`src/design/multichannel_pi_with_deadband_top_defines.svh`:
```
// Assertion macros used by the multichannel PI controller back end.
`ifndef MULTICHANNEL_PI_WITH_DEADBAND_TOP_DEFINES_SVH
`define MULTICHANNEL_PI_WITH_DEADBAND_TOP_DEFINES_SVH

// Check a property on the rising clock edge, quiet while in reset.
`define MPID_ASSERT(name, prop, msg) \
  name: assert property (@(posedge clk_i) disable iff (!rst_ni) prop) \
    else $error(msg);

// Check that a condition implies a consequence in the same cycle.
`define MPID_ASSERT_IMPL(name, ante, cons, msg) \
  name: assert property (@(posedge clk_i) disable iff (!rst_ni) (ante) |-> (cons)) \
    else $error(msg);

`endif

```
`src/design/mpid_pkg.sv`:
```
// Types, constants and codes of the multichannel PI controller.
`default_nettype none

package mpid_pkg;

  localparam int CHANNELS = 5;
  localparam int IDX_W    = (CHANNELS > 1) ? $clog2(CHANNELS) : 1;

  localparam int CH_W   = 3;
  localparam int VAL_W  = 16;
  localparam int GAIN_W = 24;
  localparam int DT_W   = 16;
  localparam int PCT_W  = 7;
  localparam int TERM_W = 24;
  localparam int DUTY_W = 16;
  localparam int MAG_W  = 15;
  localparam int DIR_W  = 2;
  localparam int Q16    = 16;
  localparam int LIM_W  = PCT_W + Q16;

  localparam int MUL_A_W  = GAIN_W;
  localparam int MUL_B_W  = VAL_W;
  localparam int PROD_W   = MUL_A_W + MUL_B_W;
  localparam int KD_W     = GAIN_W + DT_W;
  localparam int KD_HALF  = KD_W / 2;
  localparam int PART_W   = KD_HALF + VAL_W;
  localparam int INCF_W   = KD_W + VAL_W;
  localparam int INC_W    = INCF_W - Q16;
  localparam int SUM_W    = INC_W + 2;

  localparam int IN_TDATA_W  = 40;
  localparam int OUT_TDATA_W = 40;
  localparam int CFG_IDX_W   = 3;
  localparam int CFG_DATA_W  = 24;

  localparam int QDEPTH = 2;
  localparam int QPTR_W = (QDEPTH > 1) ? $clog2(QDEPTH) : 1;
  localparam int QCNT_W = $clog2(QDEPTH + 1);

  localparam logic [PCT_W-1:0]  MAX_PERCENT      = 7'd100;
  localparam logic [MAG_W-1:0]  MAG_MAX          = 15'd25600;
  localparam logic [GAIN_W-1:0] PROP_GAIN_RESET  = 24'd9830;
  localparam logic [GAIN_W-1:0] INTEG_GAIN_RESET = 24'd39322;
  localparam logic [DT_W-1:0]   TIME_STEP_RESET  = 16'd1311;
  localparam logic [PCT_W-1:0]  DUTY_LIMIT_RESET = 7'd100;
  localparam logic [PCT_W-1:0]  MIN_RUN_RESET    = 7'd40;

  typedef enum logic [CFG_IDX_W-1:0] {
    CFG_PROP_GAIN  = 3'd0,
    CFG_INTEG_GAIN = 3'd1,
    CFG_TIME_STEP  = 3'd2,
    CFG_DUTY_LIMIT = 3'd3,
    CFG_MIN_RUN    = 3'd4
  } cfg_idx_e;

  typedef enum logic {
    KIND_STEP  = 1'b0,
    KIND_CLEAR = 1'b1
  } kind_e;

  typedef enum logic [DIR_W-1:0] {
    DIR_BRAKE = 2'd0,
    DIR_FWD   = 2'd1,
    DIR_REV   = 2'd2
  } dir_e;

  typedef struct packed {
    logic [GAIN_W-1:0] prop_gain;
    logic [GAIN_W-1:0] integ_gain;
    logic [DT_W-1:0]   time_step;
    logic [PCT_W-1:0]  duty_limit;
    logic [PCT_W-1:0]  min_run_duty;
  } cfg_t;

  typedef struct packed {
    kind_e             kind;
    logic [CH_W-1:0]   channel;
    logic              err_neg;
    logic [VAL_W-1:0]  err_mag;
  } job_t;

  typedef struct packed {
    logic [MAG_W-1:0]         magnitude;
    dir_e                     direction;
    logic signed [DUTY_W-1:0] duty;
    logic [CH_W-1:0]          channel_out;
  } result_t;

endpackage

`default_nettype wire

```
`src/design/mpid_front.sv`:
```
// Front end: accepts requests, forms the error and filters bad channels.
`default_nettype none

module mpid_front (
  input  wire logic                              s_tvalid_i,
  output logic                                   s_tready_o,
  input  wire logic [mpid_pkg::IN_TDATA_W-1:0]   s_tdata_i,
  input  wire logic                              s_tuser_i,
  input  wire logic                              q_full_i,
  output logic                                   q_push_o,
  output mpid_pkg::job_t                         q_job_o
);
  import mpid_pkg::*;

  logic [CH_W-1:0]  channel;
  logic [VAL_W-1:0] setpoint;
  logic [VAL_W-1:0] measurement;
  logic [VAL_W:0]   diff;
  logic [VAL_W:0]   diff_neg;
  logic             in_range;
  kind_e            kind;

  assign channel     = s_tdata_i[CH_W-1:0];
  assign setpoint    = s_tdata_i[CH_W+VAL_W-1:CH_W];
  assign measurement = s_tdata_i[CH_W+2*VAL_W-1:CH_W+VAL_W];
  assign kind        = kind_e'(s_tuser_i);

  assign diff     = {1'b0, setpoint} - {1'b0, measurement};
  assign diff_neg = -diff;
  assign in_range = int'(channel) < CHANNELS;

  assign s_tready_o = !q_full_i;
  // drop steps aimed at a channel that does not exist
  assign q_push_o   = s_tvalid_i && !q_full_i && ((kind == KIND_CLEAR) || in_range);

  always_comb begin
    q_job_o.kind    = kind;
    q_job_o.channel = channel;
    q_job_o.err_neg = diff[VAL_W];
    q_job_o.err_mag = diff[VAL_W] ? diff_neg[VAL_W-1:0] : diff[VAL_W-1:0];
  end

endmodule

`default_nettype wire

```
`src/design/mpid_queue.sv`:
```
// Short request queue between the front end and the back end.
`default_nettype none

module mpid_queue (
  input  wire logic       clk_i,
  input  wire logic       rst_ni,
  input  wire logic       push_i,
  input  mpid_pkg::job_t  job_i,
  output logic            full_o,
  output logic            valid_o,
  input  wire logic       pop_i,
  output mpid_pkg::job_t  job_o
);
  import mpid_pkg::*;

  job_t              mem_q [QDEPTH];
  logic [QPTR_W-1:0] wr_ptr_q, wr_ptr_d;
  logic [QPTR_W-1:0] rd_ptr_q, rd_ptr_d;
  logic [QCNT_W-1:0] count_q, count_d;
  logic              do_push;
  logic              do_pop;

  assign full_o  = count_q == QCNT_W'(QDEPTH);
  assign valid_o = count_q != '0;
  assign job_o   = mem_q[rd_ptr_q];
  assign do_push = push_i && !full_o;
  assign do_pop  = pop_i && valid_o;

  always_comb begin
    wr_ptr_d = wr_ptr_q;
    rd_ptr_d = rd_ptr_q;
    count_d  = count_q;
    if (do_push) begin
      wr_ptr_d = (wr_ptr_q == QPTR_W'(QDEPTH - 1)) ? '0 : wr_ptr_q + 1'b1;
    end
    if (do_pop) begin
      rd_ptr_d = (rd_ptr_q == QPTR_W'(QDEPTH - 1)) ? '0 : rd_ptr_q + 1'b1;
    end
    if (do_push && !do_pop) begin
      count_d = count_q + 1'b1;
    end else if (do_pop && !do_push) begin
      count_d = count_q - 1'b1;
    end
  end

  always_ff @(posedge clk_i or negedge rst_ni) begin
    if (!rst_ni) begin
      wr_ptr_q <= '0;
      rd_ptr_q <= '0;
      count_q  <= '0;
    end else begin
      wr_ptr_q <= wr_ptr_d;
      rd_ptr_q <= rd_ptr_d;
      count_q  <= count_d;
    end
  end

  always_ff @(posedge clk_i) begin
    if (do_push) begin
      mem_q[wr_ptr_q] <= job_i;
    end
  end

endmodule

`default_nettype wire

```
`src/design/mpid_back.sv`:
```
// Back end: shared multiplier sequencer, integral store and result register.
`default_nettype none

`include "multichannel_pi_with_deadband_top_defines.svh"

module mpid_back (
  input  wire logic          clk_i,
  input  wire logic          rst_ni,
  input  mpid_pkg::cfg_t     cfg_i,
  input  wire logic          q_valid_i,
  input  mpid_pkg::job_t     q_job_i,
  output logic               q_pop_o,
  output logic               m_tvalid_o,
  input  wire logic          m_tready_i,
  output mpid_pkg::result_t  m_result_o
);
  import mpid_pkg::*;

  typedef enum logic [6:0] {
    S_IDLE = 7'b0000001,
    S_KD   = 7'b0000010,
    S_LO   = 7'b0000100,
    S_HI   = 7'b0001000,
    S_P    = 7'b0010000,
    S_TERM = 7'b0100000,
    S_OUT  = 7'b1000000
  } state_e;

  state_e                   state_q, state_d;
  job_t                     job_q;
  logic [KD_W-1:0]          kd_q;
  logic [PART_W-1:0]        lo_q;
  logic [PART_W-1:0]        hi_q;
  logic [INC_W-1:0]         incmag_q;
  logic [PROD_W-1:0]        pm_q;
  logic signed [TERM_W-1:0] term_new_q;
  logic signed [TERM_W-1:0] term_q [CHANNELS];
  logic                     out_valid_q;
  result_t                  out_q;

  logic [MUL_A_W-1:0]       mul_a;
  logic [MUL_B_W-1:0]       mul_b;
  logic [PROD_W-1:0]        prod;
  logic [INCF_W-1:0]        inc_full;
  logic [IDX_W-1:0]         idx;
  logic [PCT_W-1:0]         lim_pct;
  logic [LIM_W-1:0]         lim;
  logic [LIM_W-1:0]         run_lvl;
  logic signed [SUM_W-1:0]  lim_s;
  logic signed [SUM_W-1:0]  inc_u;
  logic signed [SUM_W-1:0]  inc_s;
  logic signed [SUM_W-1:0]  term_sum;
  logic signed [SUM_W-1:0]  term_cl;
  logic signed [TERM_W-1:0] term_new;
  logic signed [SUM_W-1:0]  p_u;
  logic signed [SUM_W-1:0]  p_s;
  logic signed [SUM_W-1:0]  d_sum;
  logic signed [SUM_W-1:0]  d_cl;
  logic signed [TERM_W-1:0] d_v;
  logic [TERM_W-1:0]        d_mag;
  logic                     run_ok;
  logic [MAG_W-1:0]         mag;
  result_t                  res;
  logic                     out_load;
  logic                     clear_now;

  assign idx = IDX_W'(job_q.channel);

  // shared multiplier
  always_comb begin
    mul_a = cfg_i.prop_gain;
    mul_b = job_q.err_mag;
    unique case (state_q)
      S_KD: begin
        mul_a = cfg_i.integ_gain;
        mul_b = cfg_i.time_step;
      end
      S_LO:    mul_a = MUL_A_W'(kd_q[KD_HALF-1:0]);
      S_HI:    mul_a = MUL_A_W'(kd_q[KD_W-1:KD_HALF]);
      default: mul_a = cfg_i.prop_gain;
    endcase
  end

  assign prod     = PROD_W'(mul_a) * PROD_W'(mul_b);
  assign inc_full = {hi_q, {KD_HALF{1'b0}}} + INCF_W'(lo_q);

  // limits
  assign lim_pct = (cfg_i.duty_limit > MAX_PERCENT) ? MAX_PERCENT : cfg_i.duty_limit;
  assign lim     = {lim_pct, {Q16{1'b0}}};
  assign run_lvl = {cfg_i.min_run_duty, {Q16{1'b0}}};
  assign lim_s   = $signed(SUM_W'(lim));

  // integral update
  always_comb begin
    inc_u    = $signed(SUM_W'(incmag_q));
    inc_s    = job_q.err_neg ? -inc_u : inc_u;
    term_sum = SUM_W'(term_q[idx]) + inc_s;
    if (term_sum > lim_s) begin
      term_cl = lim_s;
    end else if (term_sum < -lim_s) begin
      term_cl = -lim_s;
    end else begin
      term_cl = term_sum;
    end
    term_new = TERM_W'(term_cl);
  end

  // duty, deadband and direction
  always_comb begin
    p_u   = $signed(SUM_W'(pm_q));
    p_s   = job_q.err_neg ? -p_u : p_u;
    d_sum = p_s + SUM_W'(term_new_q);
    if (d_sum > lim_s) begin
      d_cl = lim_s;
    end else if (d_sum < -lim_s) begin
      d_cl = -lim_s;
    end else begin
      d_cl = d_sum;
    end
    d_v    = TERM_W'(d_cl);
    d_mag  = d_v[TERM_W-1] ? TERM_W'(-d_v) : TERM_W'(d_v);
    run_ok = d_mag >= TERM_W'(run_lvl);
    mag    = run_ok ? MAG_W'(d_mag >> 8) : '0;
    res.channel_out = job_q.channel;
    res.magnitude   = mag;
    if (mag == '0) begin
      res.direction = DIR_BRAKE;
      res.duty      = '0;
    end else if (d_v[TERM_W-1]) begin
      res.direction = DIR_REV;
      res.duty      = -$signed(DUTY_W'(mag));
    end else begin
      res.direction = DIR_FWD;
      res.duty      = $signed(DUTY_W'(mag));
    end
  end

  assign q_pop_o   = (state_q == S_IDLE) && q_valid_i;
  assign clear_now = q_pop_o && (q_job_i.kind == KIND_CLEAR);
  assign out_load  = (state_q == S_OUT) && (!out_valid_q || m_tready_i);

  always_comb begin
    state_d = state_q;
    unique case (state_q)
      S_IDLE: begin
        if (q_pop_o && q_job_i.kind == KIND_STEP) begin
          state_d = S_KD;
        end
      end
      S_KD:   state_d = S_LO;
      S_LO:   state_d = S_HI;
      S_HI:   state_d = S_P;
      S_P:    state_d = S_TERM;
      S_TERM: state_d = S_OUT;
      S_OUT: begin
        if (out_load) begin
          state_d = S_IDLE;
        end
      end
      default: state_d = S_IDLE;
    endcase
  end

  always_ff @(posedge clk_i or negedge rst_ni) begin
    if (!rst_ni) begin
      state_q     <= S_IDLE;
      out_valid_q <= 1'b0;
    end else begin
      state_q <= state_d;
      if (out_load) begin
        out_valid_q <= 1'b1;
      end else if (m_tready_i) begin
        out_valid_q <= 1'b0;
      end
    end
  end

  always_ff @(posedge clk_i or negedge rst_ni) begin
    if (!rst_ni) begin
      for (int i = 0; i < CHANNELS; i++) begin
        term_q[i] <= '0;
      end
    end else if (clear_now) begin
      for (int i = 0; i < CHANNELS; i++) begin
        term_q[i] <= '0;
      end
    end else if (state_q == S_TERM) begin
      term_q[idx] <= term_new;
    end
  end

  always_ff @(posedge clk_i) begin
    if (q_pop_o) begin
      job_q <= q_job_i;
    end
    if (state_q == S_KD) begin
      kd_q <= prod;
    end
    if (state_q == S_LO) begin
      lo_q <= PART_W'(prod);
    end
    if (state_q == S_HI) begin
      hi_q <= PART_W'(prod);
    end
    if (state_q == S_P) begin
      pm_q     <= prod;
      incmag_q <= inc_full[INCF_W-1:Q16];
    end
    if (state_q == S_TERM) begin
      term_new_q <= term_new;
    end
    if (out_load) begin
      out_q <= res;
    end
  end

  assign m_tvalid_o = out_valid_q;
  assign m_result_o = out_q;

  `MPID_ASSERT(a_out_wait, (state_q == S_OUT && out_valid_q && !m_tready_i) |=> state_q == S_OUT, "result overwritten while stalled")
  `MPID_ASSERT(a_clear_zero, clear_now |=> term_q[0] == '0, "clear left an integral term")
  `MPID_ASSERT_IMPL(a_brake_zero, m_tvalid_o && out_q.direction == DIR_BRAKE, out_q.duty == '0 && out_q.magnitude == '0, "brake with nonzero duty")
  `MPID_ASSERT_IMPL(a_mag_bound, m_tvalid_o, out_q.magnitude <= MAG_MAX, "magnitude above full scale")

endmodule

`default_nettype wire

```
`src/design/multichannel_pi_with_deadband_top.sv`:
```
// Top level of the multichannel PI controller with anti-windup and deadband.
//
// Each step request (tuser 0) runs one PI update for its channel and returns
// one result; a clear request (tuser 1) zeroes every integral term and returns
// nothing, as does a step for a channel that does not exist. A step passes
// through the back-end states in order: a dispatch state, four passes through
// the single shared 24x16 multiplier (ki*dt, two halves of that times the
// error, kp times the error), the integral update and clamp, and the duty
// saturation and deadband. A clear zeroes the terms when it is dispatched. A
// two-entry queue and an output register let requests be taken while a result
// waits. Configuration is taken at once (cfg_ready_o is always high).
`default_nettype none

module multichannel_pi_with_deadband_top (
  input  wire logic                                clk_i,
  input  wire logic                                rst_ni,
  input  wire logic                                s_axis_tvalid,
  output logic                                     s_axis_tready,
  // channel[2:0], setpoint[18:3], measurement[34:19], zero[39:35]
  input  wire logic [mpid_pkg::IN_TDATA_W-1:0]     s_axis_tdata,
  // command[0]
  input  wire logic                                s_axis_tuser,
  output logic                                     m_axis_tvalid,
  input  wire logic                                m_axis_tready,
  // channel_out[2:0], duty[18:3], direction[20:19], magnitude[35:21], zero[39:36]
  output logic [mpid_pkg::OUT_TDATA_W-1:0]         m_axis_tdata,
  input  wire logic                                cfg_valid_i,
  output logic                                     cfg_ready_o,
  input  wire logic [mpid_pkg::CFG_IDX_W-1:0]      cfg_index_i,
  input  wire logic [mpid_pkg::CFG_DATA_W-1:0]     cfg_data_i
);
  import mpid_pkg::*;

  cfg_t    cfg_q;
  logic    q_push;
  logic    q_full;
  logic    q_valid;
  logic    q_pop;
  job_t    push_job;
  job_t    head_job;
  result_t result;

  assign cfg_ready_o = 1'b1;

  always_ff @(posedge clk_i or negedge rst_ni) begin
    if (!rst_ni) begin
      cfg_q.prop_gain    <= PROP_GAIN_RESET;
      cfg_q.integ_gain   <= INTEG_GAIN_RESET;
      cfg_q.time_step    <= TIME_STEP_RESET;
      cfg_q.duty_limit   <= DUTY_LIMIT_RESET;
      cfg_q.min_run_duty <= MIN_RUN_RESET;
    end else if (cfg_valid_i) begin
      case (cfg_index_i)
        CFG_PROP_GAIN:  cfg_q.prop_gain    <= cfg_data_i[GAIN_W-1:0];
        CFG_INTEG_GAIN: cfg_q.integ_gain   <= cfg_data_i[GAIN_W-1:0];
        CFG_TIME_STEP:  cfg_q.time_step    <= cfg_data_i[DT_W-1:0];
        CFG_DUTY_LIMIT: cfg_q.duty_limit   <= cfg_data_i[PCT_W-1:0];
        CFG_MIN_RUN:    cfg_q.min_run_duty <= cfg_data_i[PCT_W-1:0];
        default: ;
      endcase
    end
  end

  mpid_front u_front (
    .s_tvalid_i (s_axis_tvalid),
    .s_tready_o (s_axis_tready),
    .s_tdata_i  (s_axis_tdata),
    .s_tuser_i  (s_axis_tuser),
    .q_full_i   (q_full),
    .q_push_o   (q_push),
    .q_job_o    (push_job)
  );

  mpid_queue u_queue (
    .clk_i   (clk_i),
    .rst_ni  (rst_ni),
    .push_i  (q_push),
    .job_i   (push_job),
    .full_o  (q_full),
    .valid_o (q_valid),
    .pop_i   (q_pop),
    .job_o   (head_job)
  );

  mpid_back u_back (
    .clk_i      (clk_i),
    .rst_ni     (rst_ni),
    .cfg_i      (cfg_q),
    .q_valid_i  (q_valid),
    .q_job_i    (head_job),
    .q_pop_o    (q_pop),
    .m_tvalid_o (m_axis_tvalid),
    .m_tready_i (m_axis_tready),
    .m_result_o (result)
  );

  assign m_axis_tdata = OUT_TDATA_W'(result);

endmodule

`default_nettype wire

```
`config.mk`:
```
export PLATFORM = sky130hd
export DESIGN_NAME = multichannel_pi_with_deadband_top
export DESIGN_NICKNAME = d
export VERILOG_FILES = /design/src/design/mpid_pkg.sv /design/src/design/mpid_front.sv /design/src/design/mpid_queue.sv /design/src/design/mpid_back.sv /design/src/design/multichannel_pi_with_deadband_top.sv
export VERILOG_INCLUDE_DIRS = /design/src /design/src/design
export SDC_FILE = /design/constraint.sdc
export NUM_CORES = 2
export LEC_CHECK = 0
export BUFFER_PORTS_ARGS = -buffer_cell sky130_fd_sc_hd__buf_2
export CAP_MARGIN = 10
export CORE_MARGIN = 1
export CORE_UTILIZATION = 38
export DETAILED_ROUTE_END_ITERATION = 8
export PLACE_DENSITY_LB_ADDON = 0.25
export REMOVE_ABC_BUFFERS = 1
export SLEW_MARGIN = 10
export SYNTH_ARGS = -nofsm -noshare
export SYNTH_HDL_FRONTEND = slang
export SYNTH_HIERARCHICAL = 1
export SYNTH_SLANG_ARGS = --single-unit
```
`constraint.sdc`:
```
create_clock -name clk_i -period 17.3 [get_ports clk_i]
set_clock_uncertainty 0.1 [all_clocks]
set_input_delay 0.865 -clock clk_i [delete_from_list [all_inputs] [get_ports clk_i]]
set_output_delay 0.865 -clock clk_i [all_outputs]
set_load 0.02 [all_outputs]
```
# Word level (Yosys, flattened, before mapping)
# Memories as Yosys holds them, arrays and structs flattened.
# Index checks and enable logic that the tools add are counted.
# word_totals
output_inout_bits	43
mem_bits_rw	42
wordCells	133
memories	1
regBits	482
inputBits	73
# op_classes
n_mul	1
bitwise_logic	3
eq_ne	14
n_lt_le_gt_ge	9
add_sub_neg	14
n_mux	32
n_reduce_logical	30
# memory_table
memory	depth	word_bits	read_ports	rd_ports_with_merged_regs	write_ports	line	source
u_queue.mem_q	2	21	1	0	1	mpid_queue.sv:16	job_t mem_q [QDEPTH];
# op_table
op	count
$mux 120	2
$mux 24	8
$bwmux 120	1
$gt 42x24->1	2
$lt 42x42->1	2
$mux 42	2
$neg 40->42	2
$bmux 24 s3	1
$demux 24 s3	1
$pmux 24 s3	1
$add 56x36->56	1
$pmux 7 s7	1
$add 24x42->42	1
$add 42x24->42	1
$neg 23->42	1
$mul 24x16->40	1
$mux 16	2
$ge 24x23->1	1
$neg 24->24	1
$mux 7	3
$mux 18	1
$sub 16x16->17	1
$neg 15->16	1
$neg 16->16	1
33 further kinds	64

# Longest topological paths before layout
# logic_depth
word_depth	12
ltp_mapped	57
depth_no_buf	56

# Hierarchy
# Netlist, hierarchy kept.
# by_module_without_submodules
module	seq_area_each_um2	cells_each	area_each_um2	n_inst
mpid_back	10891.7	3860	36840.3	1
multichannel_pi_with_deadband_top	1985.7	176	3051.7	1
mpid_queue	1361.3	84	1799.2	1
mpid_front	0.0	194	1302.5	1

# Least setup slack after synthesis
# OpenSTA, ideal clock, no wires.
# synth_path
path_kind	register to register
start	register u_back.pm_q[7]
end	register u_back.out_q (netlist bit u_back/m_result_o[15]) (data pin)
arrival_time_ps	10498
setup_ps	262
period_less_slack_ps	10860
path_slack_ps	6440
t_required_ps	16938
n_path_buf	2
stages_incl_launch_ff	44
cell_sequence	edfxtp_1 -> or4_4 -> nor4_2 -> or3b_4 -> or3b_4 -> o41ai_1 -> xnor2_1 -> ha_1 -> and4_1 -> a41oi_1 -> nand2_1 -> o21ai_0 -> o311ai_0 -> a31o_2 -> a21oi_1 -> xnor2_2 -> ha_1 -> nand4_1 -> [... 8 more ...] -> nand4b_1 -> or3_1 -> or4b_2 -> nand3_2 -> a41o_1 -> xor2_1 -> a21o_1 -> ha_1 -> nand3_1 -> o21ai_0 -> inv_1 -> o41a_1 -> buf_2 -> or4_4 -> ha_1 -> nand4b_2 -> o21ai_1 -> mux2_1
# synth_between
elab_chain_cells	12
elab_cells_between_ends	14
classes_between	add/sub: 4; order compare: 3; mux: 6; reduce/logical: 1
# synth_rtl
item	line	source
start, declared	mpid_back.sv:35	logic [PROD_W-1:0] pm_q;
start signal, assigned	mpid_back.sv:206	pm_q <= prod;
$neg 40->42	mpid_back.sv:111	p_s = job_q.err_neg ? -p_u : p_u;
$mux 42 (*)	mpid_back.sv:111	
$add 42x24->42 (*)	mpid_back.sv:112	d_sum = p_s + SUM_W'(term_new_q);
$lt 42x42->1	mpid_back.sv:115	end else if (d_sum < -lim_s) begin
$mux 24	mpid_back.sv:115	
$mux 24 (*)	mpid_back.sv:113	if (d_sum > lim_s) begin
$neg 24->24	mpid_back.sv:121	d_mag = d_v[TERM_W-1] ? TERM_W'(-d_v) : TERM_W'(d_v);
$mux 24	mpid_back.sv:121	
$ge 24x23->1	mpid_back.sv:122	run_ok = d_mag >= TERM_W'(run_lvl);
$mux 15	mpid_back.sv:123	mag = run_ok ? MAG_W'(d_mag >> 8) : '0;
$neg 15->16	mpid_back.sv:131	res.duty = -$signed(DUTY_W'(mag));
$mux 18	mpid_back.sv:129	end else if (d_v[TERM_W-1]) begin
end signal, assigned	mpid_back.sv:213	out_q <= res;
end, declared	mpid_back.sv:39	result_t out_q;
# Every way passes the cells marked *; elsewhere a longest branch is shown, timed or not.
# A chain may end at the register's enable or synchronous reset.

# Final worst setup path
# layout_path
start	register u_back.pm_q[7]
end	register u_back.out_q (netlist bit u_back/m_result_o[19]) (data pin)
# layout_between
elab_chain_cells	11
elab_cells_between_ends	13
classes_between	add/sub: 3; order compare: 3; mux: 6; reduce/logical: 1
# layout_rtl
item	line	source
$neg 40->42	mpid_back.sv:111	
$mux 42 (*)	mpid_back.sv:111	
$add 42x24->42 (*)	mpid_back.sv:112	
$lt 42x42->1	mpid_back.sv:115	
$mux 24	mpid_back.sv:115	
$mux 24 (*)	mpid_back.sv:113	
$neg 24->24	mpid_back.sv:121	
$mux 24 (*)	mpid_back.sv:121	
$ge 24x23->1	mpid_back.sv:122	
$mux 15 (*)	mpid_back.sv:123	
via u_back.mag[1]	mpid_back.sv:62	logic [MAG_W-1:0] mag;
$logic_not 15->1 (*)	mpid_back.sv:126	if (mag == '0) begin
# The timed path passes the listed nets; every way through them passes the cells marked *.

==> impl_metrics.yaml <==
final_layout:
  layout_common_cells: "514 x nand2_1, 439 x inv_1, 310 x fa_1, 308 x ha_1, 298 x edfxtp_1"
  final_common_cell: "nand2_1"
  fillers: 11051
  ff_latch_area_um2: 14200
  area_delta_synth_final_pct: 9.53
  n_antenna_cell: 0
  multi_input_area_um2: 26400
  fin_nets: 5063
  drive_above_1_share: 0.116
cts:
  numCtsBuffers: 57
  post_cts_resized: 0
  cts.sinks: 508
  cts_root_buf: "clkbuf_16"
  postCtsSetupBuffers: 0
  clk_latency_ps: 650
  clock_path_buffers: 3
  cts_max_level: 2
  cts_tree: "done"
  hold_buffers: 0
  cts.clk_slew.worst_paths_ps: 60
detailed_routing:
  finalWirelength_um: 119000
  drt_pre_antenna_iters: 6
  wire_per_inst_um: 20.0
  drc: 0
  num_vias: 31904
  drtIter0Drc: 2089
  vias_per_cell: 5.39
  ant_nets: 0
global_routing:
  antenna_found_initial: 6
  grt_overflow: 0
  grt_max_degree: 85
  grt_pass1_vias: 31639
  grt_pass1_wl_um: 185000
  grtUsageTotal: 0.206
placed_design:
  place_congestion: 0.900
  dp_hpwl_um: 90700
  post-place-ws_ps: 4430
  portBuffers: 105
yosys:
  syn_area_per_cell_um2: 9.97
  synth.area.mux_share: 0.0455
  synth.area.top_cells: "edfxtp_1 21%, fa_1 14%, dfrtp_1 11%, ha_1 9.0%, nand2_1 4.5%"
  synth_area_leader_cell: "edfxtp_1"
  ys_async_sr_fraction: 0.413
  synth_edf_count: 298
  yosys.area_share.simple: 0.147
  synth_compound_area_frac: 0.129
  synth_top_area_share: 0.208
  synth_top_family_by_area: "adder cells"
  synth_area_um2: 43000
  synthesis.instances: 4314
  synth-seq-cells: 508
  ys_seq_area_frac: 0.331
  synth_cell_type_count: 115
  ys_warn_count: 6
  synthAdderAreaFrac: 0.234
  dominantRegCellSynth: "edfxtp_1"
  synth-xor-area-share: 0.0548
worst_setup_path:
  cp.arrival_ps: 13260
  crit_path_max_incr_delay_ps: 780
  worst_setup_path_end_kind: "flip-flop"
  cpMaxStageDelayCell: "o31ai_1"
  r2r_end: "u_back/m_result_o[19]$_SDFFCE_PN0P_"
  crit_path_start_kind: "flip-flop"
  worst-setup-path-type: "flip-flop to flip-flop"
  rrSetupSlack_ps: 4300
  r2r_start: "u_back/pm_q[7]$_DFFE_PP_"
  crit_fanout: 17
  critPathMostFrequentCell: "ha_1"
  cp.required_ps: 17560
  rr_worst_depth: 43
die:
  die_x_um: 338
  num_rows: 123
  start_util: 0.383
  core-area_um2: 112000
  io_pins: 116
  die_h_um: 338
  die_area_um2: 114000
sta:
  fin_tns_setup_ps: 0
  fin_crit_sh: 0.752
  layout_setup_ws_ps: 4300
  fmax_ghz: 0.0769
  setup_viol: 0
  min_period_ps: 13000
  slew_viol_final: 0
  relSlewSlack: 0.162
  rsz0062_at_grt: "false"
  finalHoldViolations: 0
  worstMarginPinSlew_ps: 1250
run_status:
  outcome: "finished, final reports clean"
job:
  maxCapViolations: 0
worst_hold_path:
  hold_path.class: "primary input to asynchronous set/reset pin"
-- metal layers --
layer  vias to the layer above  wire length, um  GRT usage
li1                      15125                -          -
met1                     15845            54400      0.284
met2                       778            56100      0.348
met3                       156             5170     0.0180
met4                         0             2980     0.0508
met5                         -                0          0
-- cells in the mapped netlist (15+ instances only) --
| cell type | number |
|---|---|
| xor2_1 | 65 |
| clkbuf_1 | 132 |
| mux2_2 | 94 |
| o22ai_1 | 20 |
| o31ai_1 | 36 |
| or2_2 | 17 |
| dfrtp_1 | 182 |
| and3_1 | 30 |
| nor4_1 | 23 |
| o211ai_1 | 17 |
| o41ai_1 | 18 |
| ha_1 | 308 |
| mux2i_1 | 25 |
| a22o_1 | 43 |
| nor3_1 | 63 |
| o21ai_0 | 205 |
| edfxtp_1 | 298 |
| nand3_1 | 102 |
| nand2_1 | 514 |
| mux2_4 | 20 |
| and2_1 | 37 |
| or3_1 | 22 |
| nand4_1 | 35 |
| a211oi_1 | 20 |
| a21oi_1 | 182 |
| or4_1 | 16 |
| nor3b_1 | 15 |
| dfstp_2 | 28 |
| nor2_1 | 235 |
| nor2b_1 | 72 |
| o21a_1 | 29 |
| a22oi_1 | 34 |
| o21bai_1 | 21 |
| fa_1 | 310 |
| a21o_1 | 54 |
| nand2b_1 | 48 |
| a31oi_1 | 21 |
| inv_1 | 439 |
| xnor2_1 | 202 |
-- worst max-delay path, delay by kind of cell, from the launching register on --
kind,cells,cell delay [ps]
AOI/OAI and AO/OA,15,4620
xor gates and xnor gates,3,650
adders and majority gates,5,1810
buffers and inverters,2,170
DFF,1,450
and+or+nand+nor,18,4930
-- sequential cells by signal, indices dropped and copies added, names as in the netlist, 17 cells and up --
signal	flops
cfg_q	78
u_back/term_new_q	24
u_back/job_q	17
u_queue/mem_q	42
u_back/pm_q	40
u_back/lo_q	20
u_back/incmag_q	40
u_back/kd_q	40
u_back/term_q	120
u_back/m_result_o	36
u_back/hi_q	36
-- how the worst max path moves through the flow --
stage	startpoint	to	slack, ps	cells past startpoint
floorplan	u_back/state_q[5]$_DFFE_PN0P_	u_back/kd_q[39]$_DFFE_PP_	1680	28
global placement	u_back/pm_q[7]$_DFFE_PP_	u_back/m_result_o[15]$_SDFFCE_PN0P_	4530	41
detailed placement	u_back/pm_q[7]$_DFFE_PP_	u_back/m_result_o[19]$_SDFFCE_PN0P_	4430	42
CTS	u_back/pm_q[0]$_DFFE_PP_	u_back/m_result_o[15]$_SDFFCE_PN0P_	4410	45
global route	u_back/pm_q[0]$_DFFE_PP_	u_back/m_result_o[19]$_SDFFCE_PN0P_	3370	50
finish	u_back/pm_q[7]$_DFFE_PP_	u_back/m_result_o[19]$_SDFFCE_PN0P_	4300	43
-- through the flow --
step	util	cells	hold WS, ps	area (um^2)
detailed placement	0.403	5812	306	45200
global route	0.419	5919	129	47100
floorplan	-	4139	300	42200
CTS	0.419	5918	110	47100
finish	0.419	5919	89.8	47100
global placement	0.403	5812	304	45200
-- cells by family after synthesis --
| group | Yosys count |
|---|---|
| simple gates | 1302 |
| compound gates | 838 |
| fa+ha+maj | 618 |
| buf+inv | 617 |
| flops | 508 |
| xor+xnor | 268 |
| mux | 161 |
| other cells | 2 |
-- layout make-up --
type | instances | area share
multi-input combinational | 3192 | 0.561
sequential | 508 | 0.302
tap | 1500 | 0.0399
inverter | 439 | 0.0350
clock buffer | 72 | 0.0328
timing repair buffer | 174 | 0.0223
clock inverter | 34 | 0.00656
Power is left out: the tool's default activity adds up to more than one toggle a clock period on the data nets, which glitch-free logic cannot reach.
